## config.mk

```make
export PLATFORM = sky130hd
export DESIGN_NAME = bus_voltage_window_monitor_top_flat
export DESIGN_NICKNAME = d
export VERILOG_FILES = /design/src/rtl/core/bvwm_pkg.sv /design/src/rtl/core/bvwm_in_if.sv /design/src/rtl/core/bvwm_out_if.sv /design/src/rtl/core/bvwm_core.sv /design/src/rtl/core/bus_voltage_window_monitor_top.sv /design/src/flat_wrapper.sv
export SDC_FILE = /design/constraint.sdc
export NUM_CORES = 1
export LEC_CHECK = 0
export BUFFER_PORTS_ARGS = -buffer_cell sky130_fd_sc_hd__buf_4
export CORE_MARGIN = 3
export CORE_UTILIZATION = 45
export CTS_CLUSTER_SIZE = 28
export DETAILED_ROUTE_END_ITERATION = 10
export GPL_TIMING_DRIVEN = 0
export SYNTH_ARGS = -nofsm -noshare
export SYNTH_HDL_FRONTEND = slang
export SYNTH_HIERARCHICAL = 1
export SYNTH_SLANG_ARGS = --single-unit
```

## constraint.sdc

```tcl
create_clock -name clk_i -period 8.45 [get_ports clk_i]
set_input_delay 0.4225 -clock clk_i [delete_from_list [all_inputs] [get_ports clk_i]]
set_output_delay 0.4225 -clock clk_i [all_outputs]
set_load 0.02 [all_outputs]
```

## src/rtl/core/bvwm_pkg.sv

```systemverilog
package bvwm_pkg;

  localparam int unsigned DividerRatioDefault = 12;
  localparam int unsigned AdcW    = 12;
  localparam int unsigned MvW     = 16;
  localparam int unsigned CntW    = 8;
  localparam int unsigned VxW     = 13;
  localparam int unsigned CfgIdxW = 3;
  localparam int unsigned MaxRecs = 5;
  localparam int unsigned RecIdxW = 3;

  // Reciprocal of ten for 16-bit operands: (x * 52429) >> 19
  localparam logic [MvW-1:0] Recip10   = 16'd52429;
  localparam int unsigned    Recip10Sh = 19;

  typedef enum logic [CfgIdxW-1:0] {
    RegOverThr   = 3'd0,
    RegOverHys   = 3'd1,
    RegOverTrig  = 3'd2,
    RegUnderThr  = 3'd3,
    RegUnderHys  = 3'd4,
    RegUnderTrig = 3'd5,
    RegAutoClear = 3'd6
  } cfg_reg_e;

  typedef enum logic {
    ActSample = 1'b0,
    ActClear  = 1'b1
  } action_e;

  typedef enum logic {
    AlarmOver  = 1'b0,
    AlarmUnder = 1'b1
  } alarm_e;

  typedef enum logic {
    KindEvent  = 1'b0,
    KindStatus = 1'b1
  } kind_e;

  typedef struct packed {
    logic [MvW-1:0]  over_thr;
    logic [MvW-1:0]  over_hys;
    logic [CntW-1:0] over_trig;
    logic [MvW-1:0]  under_thr;
    logic [MvW-1:0]  under_hys;
    logic [CntW-1:0] under_trig;
    logic            auto_clear;
  } cfg_t;

  typedef struct packed {
    logic           kind;
    logic           alarm_type;
    logic           is_active;
    logic [MvW-1:0] threshold_mv;
  } rec_t;

  typedef struct packed {
    rec_t [MaxRecs-1:0] recs;
    logic [RecIdxW-1:0] count;
    logic [MvW-1:0]     bus_mv;
    logic [VxW-1:0]     bus_vx100;
    logic               over_alarm;
    logic               under_alarm;
  } batch_t;

  // Divide a 16-bit value by ten with a reciprocal multiply
  function automatic logic [VxW-1:0] div10(input logic [MvW-1:0] x);
    logic [2*MvW-1:0] prod;
    prod = {{MvW{1'b0}}, x} * {{MvW{1'b0}}, Recip10};
    return prod[Recip10Sh +: VxW];
  endfunction

endpackage

```

## src/rtl/core/bvwm_in_if.sv

```systemverilog
interface bvwm_in_if;
  logic                        valid;
  logic                        ready;
  logic                        action;
  logic [bvwm_pkg::AdcW-1:0]   adc_mv;
  logic                        clear_type;

  modport source (output valid, action, adc_mv, clear_type, input ready);
  modport sink   (input valid, action, adc_mv, clear_type, output ready);
endinterface

```

## src/rtl/core/bvwm_out_if.sv

```systemverilog
interface bvwm_out_if;
  logic                      valid;
  logic                      ready;
  logic                      kind;
  logic                      alarm_type;
  logic                      is_active;
  logic [bvwm_pkg::MvW-1:0]  bus_mv;
  logic [bvwm_pkg::MvW-1:0]  threshold_mv;
  logic [bvwm_pkg::VxW-1:0]  bus_vx100;
  logic                      over_alarm;
  logic                      under_alarm;
  logic                      last;

  modport source (output valid, kind, alarm_type, is_active, bus_mv, threshold_mv,
                  bus_vx100, over_alarm, under_alarm, last, input ready);
  modport sink   (input valid, kind, alarm_type, is_active, bus_mv, threshold_mv,
                  bus_vx100, over_alarm, under_alarm, last, output ready);
endinterface

```

## src/rtl/core/bvwm_core.sv

```systemverilog
module bvwm_core (
  input  logic                     clk_i,
  input  logic                     rst_ni,
  input  bvwm_pkg::cfg_t           cfg_i,
  input  logic                     eval_i,
  input  logic                     action_i,
  input  logic                     clear_type_i,
  input  logic [bvwm_pkg::MvW-1:0] bus_mv_i,
  output bvwm_pkg::batch_t         batch_o
);

  logic                      over_flag_q, over_flag_d;
  logic                      under_flag_q, under_flag_d;
  logic [bvwm_pkg::CntW-1:0] over_run_q, over_run_d;
  logic [bvwm_pkg::CntW-1:0] under_run_q, under_run_d;
  logic [bvwm_pkg::MvW-1:0]  over_rel_q, over_rel_d;
  logic [bvwm_pkg::MvW:0]    under_rel_q, under_rel_d;
  logic [bvwm_pkg::MvW-1:0]  last_bus_q, last_bus_d;

  bvwm_pkg::rec_t [bvwm_pkg::MaxRecs-1:0] recs;
  logic [bvwm_pkg::RecIdxW-1:0]           n;
  logic [bvwm_pkg::MvW-1:0]               bus;
  bvwm_pkg::rec_t                         ev;

  // Evaluate one item against the alarm state, appending records in order
  always_comb begin
    over_flag_d  = over_flag_q;
    under_flag_d = under_flag_q;
    over_run_d   = over_run_q;
    under_run_d  = under_run_q;
    over_rel_d   = over_rel_q;
    under_rel_d  = under_rel_q;
    last_bus_d   = last_bus_q;
    recs         = '0;
    n            = '0;
    ev           = '0;
    bus          = last_bus_q;

    if (bvwm_pkg::action_e'(action_i) == bvwm_pkg::ActSample) begin
      bus        = bus_mv_i;
      last_bus_d = bus_mv_i;

      // Over-voltage side
      if (bus >= cfg_i.over_thr) begin
        if (under_flag_d) begin
          under_flag_d = 1'b0;
          under_run_d  = '0;
          ev = '{bvwm_pkg::KindEvent, bvwm_pkg::AlarmUnder, 1'b0, cfg_i.under_thr};
          recs[n] = ev;
          n = n + 1'b1;
        end
        if (over_run_d != {bvwm_pkg::CntW{1'b1}}) begin
          over_run_d = over_run_d + 1'b1;
        end
        if (over_run_d >= cfg_i.over_trig && !over_flag_d) begin
          over_flag_d = 1'b1;
          over_rel_d  = (cfg_i.over_hys > cfg_i.over_thr) ? {bvwm_pkg::MvW{1'b1}}
                                                          : cfg_i.over_thr - cfg_i.over_hys;
          ev = '{bvwm_pkg::KindEvent, bvwm_pkg::AlarmOver, 1'b1, cfg_i.over_thr};
          recs[n] = ev;
          n = n + 1'b1;
        end
      end else if (bus <= over_rel_d) begin
        if (over_flag_d) begin
          over_flag_d = 1'b0;
          if (cfg_i.auto_clear) begin
            ev = '{bvwm_pkg::KindEvent, bvwm_pkg::AlarmOver, 1'b0, cfg_i.over_thr};
            recs[n] = ev;
            n = n + 1'b1;
          end
        end
        over_run_d = '0;
      end else if (!over_flag_d) begin
        over_run_d = '0;
      end

      // Under-voltage side
      if (bus <= cfg_i.under_thr) begin
        if (over_flag_d) begin
          over_flag_d = 1'b0;
          over_run_d  = '0;
          ev = '{bvwm_pkg::KindEvent, bvwm_pkg::AlarmOver, 1'b0, cfg_i.over_thr};
          recs[n] = ev;
          n = n + 1'b1;
        end
        if (under_run_d != {bvwm_pkg::CntW{1'b1}}) begin
          under_run_d = under_run_d + 1'b1;
        end
        if (under_run_d >= cfg_i.under_trig && !under_flag_d) begin
          under_flag_d = 1'b1;
          under_rel_d  = {1'b0, cfg_i.under_thr} + {1'b0, cfg_i.under_hys};
          ev = '{bvwm_pkg::KindEvent, bvwm_pkg::AlarmUnder, 1'b1, cfg_i.under_thr};
          recs[n] = ev;
          n = n + 1'b1;
        end
      end else if ({1'b0, bus} >= under_rel_d) begin
        if (under_flag_d) begin
          under_flag_d = 1'b0;
          if (cfg_i.auto_clear) begin
            ev = '{bvwm_pkg::KindEvent, bvwm_pkg::AlarmUnder, 1'b0, cfg_i.under_thr};
            recs[n] = ev;
            n = n + 1'b1;
          end
        end
        under_run_d = '0;
      end else if (!under_flag_d) begin
        under_run_d = '0;
      end
    end else if (bvwm_pkg::alarm_e'(clear_type_i) == bvwm_pkg::AlarmOver) begin
      // Manual clear of the over-voltage alarm
      if (over_flag_d) begin
        over_flag_d = 1'b0;
        over_run_d  = '0;
        ev = '{bvwm_pkg::KindEvent, bvwm_pkg::AlarmOver, 1'b0, cfg_i.over_thr};
        recs[n] = ev;
        n = n + 1'b1;
      end
    end else begin
      // Manual clear of the under-voltage alarm
      if (under_flag_d) begin
        under_flag_d = 1'b0;
        under_run_d  = '0;
        ev = '{bvwm_pkg::KindEvent, bvwm_pkg::AlarmUnder, 1'b0, cfg_i.under_thr};
        recs[n] = ev;
        n = n + 1'b1;
      end
    end

    // Status record closes the batch
    ev = '{bvwm_pkg::KindStatus, bvwm_pkg::AlarmOver, 1'b0, {bvwm_pkg::MvW{1'b0}}};
    recs[n] = ev;
    n = n + 1'b1;
  end

  assign batch_o.recs        = recs;
  assign batch_o.count       = n;
  assign batch_o.bus_mv      = bus;
  assign batch_o.bus_vx100   = bvwm_pkg::div10(bus);
  assign batch_o.over_alarm  = over_flag_d;
  assign batch_o.under_alarm = under_flag_d;

  // Commit alarm state when the batch is taken
  always_ff @(posedge clk_i or negedge rst_ni) begin
    if (!rst_ni) begin
      over_flag_q  <= 1'b0;
      under_flag_q <= 1'b0;
      over_run_q   <= '0;
      under_run_q  <= '0;
      over_rel_q   <= '0;
      under_rel_q  <= '0;
      last_bus_q   <= '0;
    end else if (eval_i) begin
      over_flag_q  <= over_flag_d;
      under_flag_q <= under_flag_d;
      over_run_q   <= over_run_d;
      under_run_q  <= under_run_d;
      over_rel_q   <= over_rel_d;
      under_rel_q  <= under_rel_d;
      last_bus_q   <= last_bus_d;
    end
  end

endmodule

```

## src/rtl/core/bus_voltage_window_monitor_top.sv

```systemverilog
// Bus voltage window monitor.
// sample_i carries one item per handshake: a new ADC sample (action 0, adc_mv
// in divider-node millivolts) or a manual clear of one alarm (action 1,
// clear_type). result_o returns the records each item causes: zero to four
// alarm raise/release events, then one status record with last set.
// Configuration is written through cfg_we_i/cfg_idx_i/cfg_wdata_i; the user
// must write it only while idle, which the block does not enforce. An item
// is held in the input register, then loaded into the result buffer.
// Throughput: one record per cycle on result_o while the receiver is ready;
// an item yields 1 to 5 records, and the next item is accepted into the
// input register meanwhile, so items with only a status record flow at one
// per cycle; the result buffer drain sets the rate. Reset clears both alarms,
// run counters, release levels and the last bus voltage, and loads register
// defaults (over threshold 65535, trigger counts 1, auto-clear on). When the
// receiver stalls, the current record holds, the buffer stays full and
// sample_i.ready drops once the input register is also occupied.
module bus_voltage_window_monitor_top #(
  parameter int unsigned DIVIDER_RATIO = bvwm_pkg::DividerRatioDefault
) (
  input  logic                          clk_i,
  input  logic                          rst_ni,
  bvwm_in_if.sink                       sample_i,
  bvwm_out_if.source                    result_o,
  input  logic                          cfg_we_i,
  input  logic [bvwm_pkg::CfgIdxW-1:0]  cfg_idx_i,
  input  logic [bvwm_pkg::MvW-1:0]      cfg_wdata_i
);

  bvwm_pkg::cfg_t cfg_q;

  logic                     s1_valid_q;
  logic                     s1_action_q;
  logic                     s1_ctype_q;
  logic [bvwm_pkg::MvW-1:0] s1_bus_q;
  logic [bvwm_pkg::MvW-1:0] bus_mult;

  bvwm_pkg::batch_t                       batch;
  bvwm_pkg::rec_t [bvwm_pkg::MaxRecs-1:0] buf_q;
  logic [bvwm_pkg::RecIdxW-1:0]           cnt_q;
  logic [bvwm_pkg::MvW-1:0]               bus_q;
  logic [bvwm_pkg::VxW-1:0]               vx_q;
  logic                                   over_q;
  logic                                   under_q;

  logic load;
  logic pop;
  logic in_take;

  // Configuration registers
  always_ff @(posedge clk_i or negedge rst_ni) begin
    if (!rst_ni) begin
      cfg_q.over_thr   <= {bvwm_pkg::MvW{1'b1}};
      cfg_q.over_hys   <= '0;
      cfg_q.over_trig  <= bvwm_pkg::CntW'(1);
      cfg_q.under_thr  <= '0;
      cfg_q.under_hys  <= '0;
      cfg_q.under_trig <= bvwm_pkg::CntW'(1);
      cfg_q.auto_clear <= 1'b1;
    end else if (cfg_we_i) begin
      case (bvwm_pkg::cfg_reg_e'(cfg_idx_i))
        bvwm_pkg::RegOverThr:   cfg_q.over_thr   <= cfg_wdata_i;
        bvwm_pkg::RegOverHys:   cfg_q.over_hys   <= cfg_wdata_i;
        bvwm_pkg::RegOverTrig:  cfg_q.over_trig  <= cfg_wdata_i[bvwm_pkg::CntW-1:0];
        bvwm_pkg::RegUnderThr:  cfg_q.under_thr  <= cfg_wdata_i;
        bvwm_pkg::RegUnderHys:  cfg_q.under_hys  <= cfg_wdata_i;
        bvwm_pkg::RegUnderTrig: cfg_q.under_trig <= cfg_wdata_i[bvwm_pkg::CntW-1:0];
        bvwm_pkg::RegAutoClear: cfg_q.auto_clear <= cfg_wdata_i[0];
        default: ;
      endcase
    end
  end

  // Handshake control
  assign pop            = result_o.valid && result_o.ready;
  assign load           = s1_valid_q &&
                          ((cnt_q == '0) || ((cnt_q == bvwm_pkg::RecIdxW'(1)) && result_o.ready));
  assign sample_i.ready = !s1_valid_q || load;
  assign in_take        = sample_i.valid && sample_i.ready;

  // Scale divider-node millivolts to bus millivolts
  assign bus_mult = bvwm_pkg::MvW'(sample_i.adc_mv) * bvwm_pkg::MvW'(DIVIDER_RATIO);

  // Input register
  always_ff @(posedge clk_i or negedge rst_ni) begin
    if (!rst_ni) begin
      s1_valid_q <= 1'b0;
    end else if (sample_i.ready) begin
      s1_valid_q <= sample_i.valid;
    end
  end

  always_ff @(posedge clk_i) begin
    if (in_take) begin
      s1_action_q <= sample_i.action;
      s1_ctype_q  <= sample_i.clear_type;
      s1_bus_q    <= bus_mult;
    end
  end

  bvwm_core u_core (
    .clk_i        (clk_i),
    .rst_ni       (rst_ni),
    .cfg_i        (cfg_q),
    .eval_i       (load),
    .action_i     (s1_action_q),
    .clear_type_i (s1_ctype_q),
    .bus_mv_i     (s1_bus_q),
    .batch_o      (batch)
  );

  // Result buffer: load a whole batch, shift one record out per pop
  always_ff @(posedge clk_i or negedge rst_ni) begin
    if (!rst_ni) begin
      cnt_q <= '0;
    end else if (load) begin
      cnt_q <= batch.count;
    end else if (pop) begin
      cnt_q <= cnt_q - 1'b1;
    end
  end

  always_ff @(posedge clk_i) begin
    if (load) begin
      buf_q   <= batch.recs;
      bus_q   <= batch.bus_mv;
      vx_q    <= batch.bus_vx100;
      over_q  <= batch.over_alarm;
      under_q <= batch.under_alarm;
    end else if (pop) begin
      for (int i = 0; i < bvwm_pkg::MaxRecs - 1; i++) begin
        buf_q[i] <= buf_q[i+1];
      end
    end
  end

  // Present the head record
  assign result_o.valid        = (cnt_q != '0);
  assign result_o.kind         = buf_q[0].kind;
  assign result_o.alarm_type   = buf_q[0].alarm_type;
  assign result_o.is_active    = buf_q[0].is_active;
  assign result_o.threshold_mv = buf_q[0].threshold_mv;
  assign result_o.bus_mv       = bus_q;
  assign result_o.bus_vx100    = vx_q;
  assign result_o.over_alarm   = over_q;
  assign result_o.under_alarm  = under_q;
  assign result_o.last         = (cnt_q == bvwm_pkg::RecIdxW'(1));

endmodule

```

## src/flat_wrapper.sv

```systemverilog
// flat-port wrapper written by rule: the top's interface ports become plain ports
module bus_voltage_window_monitor_top_flat 
#(
  parameter int unsigned DIVIDER_RATIO = bvwm_pkg::DividerRatioDefault
)
  (clk_i, rst_ni, cfg_we_i, cfg_idx_i, cfg_wdata_i, sample_i_valid, sample_i_action, sample_i_adc_mv, sample_i_clear_type, sample_i_ready, result_o_valid, result_o_kind, result_o_alarm_type, result_o_is_active, result_o_bus_mv, result_o_threshold_mv, result_o_bus_vx100, result_o_over_alarm, result_o_under_alarm, result_o_last, result_o_ready);
  bvwm_in_if sample_i_i ();
  bvwm_out_if result_o_i ();
  input  logic clk_i;
  input  logic rst_ni;
  input  logic cfg_we_i;
  input  logic [bvwm_pkg::CfgIdxW-1:0] cfg_idx_i;
  input  logic [bvwm_pkg::MvW-1:0] cfg_wdata_i;
  input wire logic [$bits(sample_i_i.valid)-1:0] sample_i_valid;
  input wire logic [$bits(sample_i_i.action)-1:0] sample_i_action;
  input wire logic [$bits(sample_i_i.adc_mv)-1:0] sample_i_adc_mv;
  input wire logic [$bits(sample_i_i.clear_type)-1:0] sample_i_clear_type;
  output wire logic [$bits(sample_i_i.ready)-1:0] sample_i_ready;
  output wire logic [$bits(result_o_i.valid)-1:0] result_o_valid;
  output wire logic [$bits(result_o_i.kind)-1:0] result_o_kind;
  output wire logic [$bits(result_o_i.alarm_type)-1:0] result_o_alarm_type;
  output wire logic [$bits(result_o_i.is_active)-1:0] result_o_is_active;
  output wire logic [$bits(result_o_i.bus_mv)-1:0] result_o_bus_mv;
  output wire logic [$bits(result_o_i.threshold_mv)-1:0] result_o_threshold_mv;
  output wire logic [$bits(result_o_i.bus_vx100)-1:0] result_o_bus_vx100;
  output wire logic [$bits(result_o_i.over_alarm)-1:0] result_o_over_alarm;
  output wire logic [$bits(result_o_i.under_alarm)-1:0] result_o_under_alarm;
  output wire logic [$bits(result_o_i.last)-1:0] result_o_last;
  input wire logic [$bits(result_o_i.ready)-1:0] result_o_ready;
  assign sample_i_i.valid = sample_i_valid;
  assign sample_i_i.action = sample_i_action;
  assign sample_i_i.adc_mv = sample_i_adc_mv;
  assign sample_i_i.clear_type = sample_i_clear_type;
  assign sample_i_ready = sample_i_i.ready;
  assign result_o_valid = result_o_i.valid;
  assign result_o_kind = result_o_i.kind;
  assign result_o_alarm_type = result_o_i.alarm_type;
  assign result_o_is_active = result_o_i.is_active;
  assign result_o_bus_mv = result_o_i.bus_mv;
  assign result_o_threshold_mv = result_o_i.threshold_mv;
  assign result_o_bus_vx100 = result_o_i.bus_vx100;
  assign result_o_over_alarm = result_o_i.over_alarm;
  assign result_o_under_alarm = result_o_i.under_alarm;
  assign result_o_last = result_o_i.last;
  assign result_o_i.ready = result_o_ready;
  bus_voltage_window_monitor_top #(.DIVIDER_RATIO(DIVIDER_RATIO)) u_core (.clk_i(clk_i), .rst_ni(rst_ni), .sample_i(sample_i_i), .result_o(result_o_i), .cfg_we_i(cfg_we_i), .cfg_idx_i(cfg_idx_i), .cfg_wdata_i(cfg_wdata_i));
endmodule
```

# Yosys cells after proc, flatten, opt, wreduce, memory -nomap -nowiden
# Cells that the tools add are included.
[classes]
multipliers = 2
mux = 97
eq_ne = 12
div_mod_pow = 0
n_reduce_logical = 30
bitwise_logic = 4
shifts = 0
n_addsub = 9
magnitude_cmp = 15
[ops]
columns = ["cell", "count"]
rows = [
  ["$mux W95", 9],
  ["$bwmux W95", 4],
  ["$mux W76", 5],
  ["$demux W19 S3", 4],
  ["$mux W19", 10],
  ["$mux W8", 22],
  ["$mux W16", 6],
  ["$and A90 B90 Y90", 1],
  ["$not A90 Y90", 1],
  ["$mux W3", 17],
  ["$le A16 B16 Y1", 2],
  ["$mul A16 B16 Y32 const B", 1],
  ["$mux W1", 19],
  ["$mux W18", 1],
  ["$add A16 B16 Y17", 1],
  ["$ge A16 B17 Y1", 1],
  ["$add A8 B1 Y8 const B", 2],
  ["$ge A16 B16 Y1", 1],
  ["$ge A8 B8 Y1", 2],
  ["$gt A16 B16 Y1", 1],
  ["$lt A3 B4 Y1 const B", 4],
  ["$ne A8 B8 Y1 const B", 2],
  ["$reduce_and A2 Y1", 8],
  ["$sub A16 B16 Y16", 1],
  ["other kinds (18)", 44],
]
[totals]
input_bits = 38
output_inout_bits = 53
ram_bits = 0
elab_cells = 212
mem_bits_ro = 0
latchBits = 0
mem_count = 0
reg_bits = 294

# Depth between registers and ports, before layout
[depth]
ltp_word = 24
ltp_mapped = 32
mapped_depth_nobuf = 32

# Hierarchy
# Netlist, hierarchy kept.
[modules_own_cells]
columns = ["module", "cells_per_inst", "area_each_um2", "seq_area_each_um2", "instances"]
rows = [
  ["bvwm_core", 1505, 12848.6, 1676.6, 1],
  ["bus_voltage_window_monitor_top", 523, 9223.8, 6414.9, 1],
]

# Least setup slack after synthesis
# OpenSTA, ideal clock, no wires.
[synth_timing]
path_type = "register to register"
start = "register u_core.s1_action_q"
end = "register u_core.vx_q, in the netlist u_core/result_o.bus_vx100[12], data pin"
path_buffers = 2
arrival_ns = 5.910
required_time_ns = 8.191
path_stages_with_launch = 23
setup_time_ns = 0.259
slack_ns = 2.281
cell_sequence = "edfxtp_1 -> clkbuf_8 -> clkbuf_1 -> mux2_2 -> ha_1 -> fa_1 -> fa_1 -> inv_1 -> fa_1 -> fa_1 -> fa_1 -> inv_1 -> ha_1 -> a2111oi_0 -> o21ai_0 -> o21ai_0 -> nand2_1 -> o211ai_1 -> a31o_2 -> o21ai_0 -> a21o_1 -> a21oi_1 -> xnor2_1"
[synth_rtl]
columns = ["item", "line_no", "text"]
rows = [
  ["from (decl)", "bus_voltage_window_monitor_top.sv:32", "logic s1_action_q;"],
  ["from (signal assigned)", "bus_voltage_window_monitor_top.sv:94", "s1_action_q <= sample_i.action;"],
  ["to (signal assigned)", "bus_voltage_window_monitor_top.sv:126", "vx_q <= batch.bus_vx100;"],
  ["to (decl)", "bus_voltage_window_monitor_top.sv:41", "logic [bvwm_pkg::VxW-1:0] vx_q;"],
]

==> key figures <==
Outcome
  • Outcome: finished, final reports clean

Clocking
  • CTS H-Tree Depth: 2
  • CTS buffer count: 36
  • CTS sink count: 294
  • CTS tree: done
  • Post-CTS Setup Bufs: 0
  • CTS Root Buffer Type: clkbuf_16
  • Clk pin slew, worst setup/hold paths: 0.06 ns
  • Max clock buf depth: 3
  • Clock latency on the worst-skew pair: 0.57 ns

Worst setup path
  • Most frequent CP cell: fa_1
  • CP Cell Sequence: clkbuf_8 -> clkbuf_1 -> mux2_2 -> ha_1 -> fa_1 -> fa_1 -> inv_1 -> fa_1 -> fa_1 -> fa_1 -> inv_1 -> ha_1 -> a2111oi_0 -> o21ai_0 -> o21ai_0 -> nand2_1 -> o211ai_1 -> a31o_2 -> o21ai_0 -> a21o_1 -> a21oi_1 -> xnor2_1
  • CP endpoint kind: flop
  • R2R cell count: 22
  • Flop-to-flop setup slack: 1.10 ns
  • Slowest CP cell: clkbuf_1
  • Startpoint types: flop
  • Worst r2r src: u_core/s1_action_q
  • Worst Path Max Fanout: 10
  • CP max stage delay: 0.58 ns
  • Req. time, crit path: 8.76 ns
  • Reg2reg end: u_core/result_o.bus_vx100[12]
  • WP data arrival: 7.66 ns
  • Critical setup path kind: reg2reg

Timing
  • Fmax: 136 MHz
  • Setup violations, final: 0
  • Period utilization: 87.0%
  • Hold_ws: 0.0506 ns
  • Worst-Margin Slew: 1.29 ns
  • Relative slew margins: 13.7%
  • Unrepaired setup endpoints after global routing: no
  • Final Critical Period: 7.35 ns
  • Fin. Hold Viols: 0
  • Final Max Tran Viols: 0
  • Fin Clk Skew: 0.0203 ns
  • Setup tns final: 0 ns

Yosys
  • Post-Syn Instances: 2028
  • Mapped Area: 22100 um2
  • Commonest cells in the netlist: ha_1 (268), inv_1 (268), mux2_2 (188)
  • Syn Area/Cell: 10.9 um2
  • Ys async rst share: 51.7%
  • Synth Warn #: 6
  • Ys flop type: edfxtp_1
  • EDFF count, synth: 142
  • Sequential share of the synthesized area: 36.7%
  • Synth cell types: 93
  • Post-synthesis sequential element count: 294
  • Top cell type's share of synthesized area: 19.3%
  • Synth area leaders: edfxtp_1 (19%), ha_1 (15%), dfrtp_1 (15%)
  • Post-synthesis cell type with the largest combined area: edfxtp_1

Global routing
  • First-pass GRT wire length: 88.4 mm
  • Vias in the first global route: 16200
  • Total Routing Usage GR: 21.8%
  • Largest net degree at the start of global routing: 121
  • Gr ovfl total: 0
  • Initial antenna violation count: 0

Floorplanning
  • Core area: 48000 um2
  • Die Ht: 227 um
  • Die Wd: 227 um
  • Starting Density: 45.9%
  • FP Rows: 80
  • Ports: 91
  • Die area: 51700 um2

Route
  • Total wire length: 54.9 mm
  • Detailed-route wire length per cell: 19.6 um
  • Post-route ant nets: 0
  • DR vias: 15700
  • Initial DRC count: 992
  • Drt first pass iters: 6
  • Via/cell ratio: 5.59
  • DR DRC count: 0

Placement
  • Post-detail-place hpwl: 42.4 mm
  • # port buffers: 88
  • Final Wtd Congestion: 0.905

Cells and area
  • Layout cell share with drive strength beyond 1: 20.7%
  • Final net count: 2555
  • N_diodes: 0
  • Layout fillers: 4261
  • Area grow syn2layout: 12.6%

Hold path
  • Worst min-delay path startpoint: sample_i_clear_type
  • Hold WC Path Type: in2reg
  • WHS Path Cells: 1
  • Hold Path End: u_core/s1_ctype_q

Flow run
  • Max cap viols: 0
## cells in the final DEF (no fill, tap or decap), drive strengths merged, types with 23 or more instances in the layout
cell	synthesis	final
nand3	36	36
a22oi	56	56
inv	270	272
nand2	95	95
a21oi	90	90
dfrtp	133	133
ha	268	268
xnor2	25	25
o21ai	71	71
nor2	111	111
and2	24	24
a21o	29	29
a211oi	23	23
fa	84	84
edfxtp	142	142
nor3	32	32
clkbuf	24	71
mux2	188	188
buf	45	135
xor2	28	28
## worst max path at each step
stage	slack, ns	endpoint	cells after the start	start
after floorplan	2.28	u_core/result_o.bus_vx100[12]	22	u_core/s1_action_q
after global placement	1.14	u_core/result_o.bus_vx100[12]	22	u_core/s1_action_q
after detailed placement	1.14	u_core/result_o.bus_vx100[12]	22	u_core/s1_action_q
after CTS	1.13	u_core/result_o.bus_vx100[12]	22	u_core/s1_action_q
after global routing	0.65	u_core/result_o.bus_vx100[12]	22	u_core/s1_action_q
final	1.10	u_core/result_o.bus_vx100[12]	22	u_core/s1_action_q
## per-stage QoR
step / cells / worst slack, ns / cell area (um2) / util [%]
6_report: 2807 / 1.10 / 24800 / 51.7
2_1_floorplan: 2035 / 2.28 / 22100 / -
5_1_grt: 2807 / 0.649 / 24800 / 51.7
3_3_place_gp: 2738 / 1.14 / 23500 / 49.0
4_1_cts: 2806 / 1.13 / 24800 / 51.7
3_5_place_dp: 2740 / 1.14 / 23600 / 49.1
## state kept, by name, summed over array words and instances, names as in the netlist, 14 cells and up
signal / flops
u_core/u_core/last_bus_q: 16
u_core/u_core/over_rel_q: 16
u_core/result_o.threshold_mv: 16
u_core/s1_bus_q: 14
u_core/cfg_q: 81
u_core/result_o.bus_mv: 16
u_core/u_core/under_rel_q: 17
u_core/buf_q: 76
## critical path: cells and delay by family (launching register included)
kind	cells	cell delay, ns
fa+ha+maj	7	3.11
compound gates	8	1.89
buf+inv	4	0.91
mux	1	0.50
flops	1	0.47
simple gates	1	0.14
xor+xnor	1	0.09
## layer usage
metal	GRT usage, %	vias up	share of wire, %
met1	29.1	7697	44
met4	6.48	0	2.7
met3	3.09	94	4.6
met2	37.1	414	48
li1	-	7497	-
met5	0	-	0
## kinds of logic (layout without fill, tap and decap cells)
kind of cell / Yosys count / after routing / synth area share, %
compound gates: 396 / 396 / 12.5
other cells: 1 / 8 / 0.0170
flops: 294 / 294 / 36.7
simple gates: 396 / 396 / 9.19
mux: 196 / 196 / 9.95
buf+inv: 340 / 497 / 6.76
fa+ha+maj: 352 / 352 / 22.8
xor+xnor: 53 / 53 / 2.10
## what timing repair did
item | 4_1_cts | 5_1_grt
hold buffers | 1 | 0
endpoints found under the setup margin | 0 | 0
endpoints found under the hold margin | 31 | 0
gates resized for setup | 0 | 0
## area by class of cell
type | count | area [um2] | area share, %
clock inverters | 19 | 213 | 0.856
multi-input cells | 1401 | 12500 | 50.4
inverters | 270 | 1010 | 4.08
well taps | 615 | 769 | 3.10
flip-flops and latches | 294 | 8090 | 32.6
plain buffers | 70 | 480 | 1.93
clock buffers | 46 | 1020 | 4.10
repair buffers | 92 | 738 | 2.97
Power is left out: the tool's default activity adds up to more than one toggle a clock period on the data nets, which glitch-free logic cannot reach.
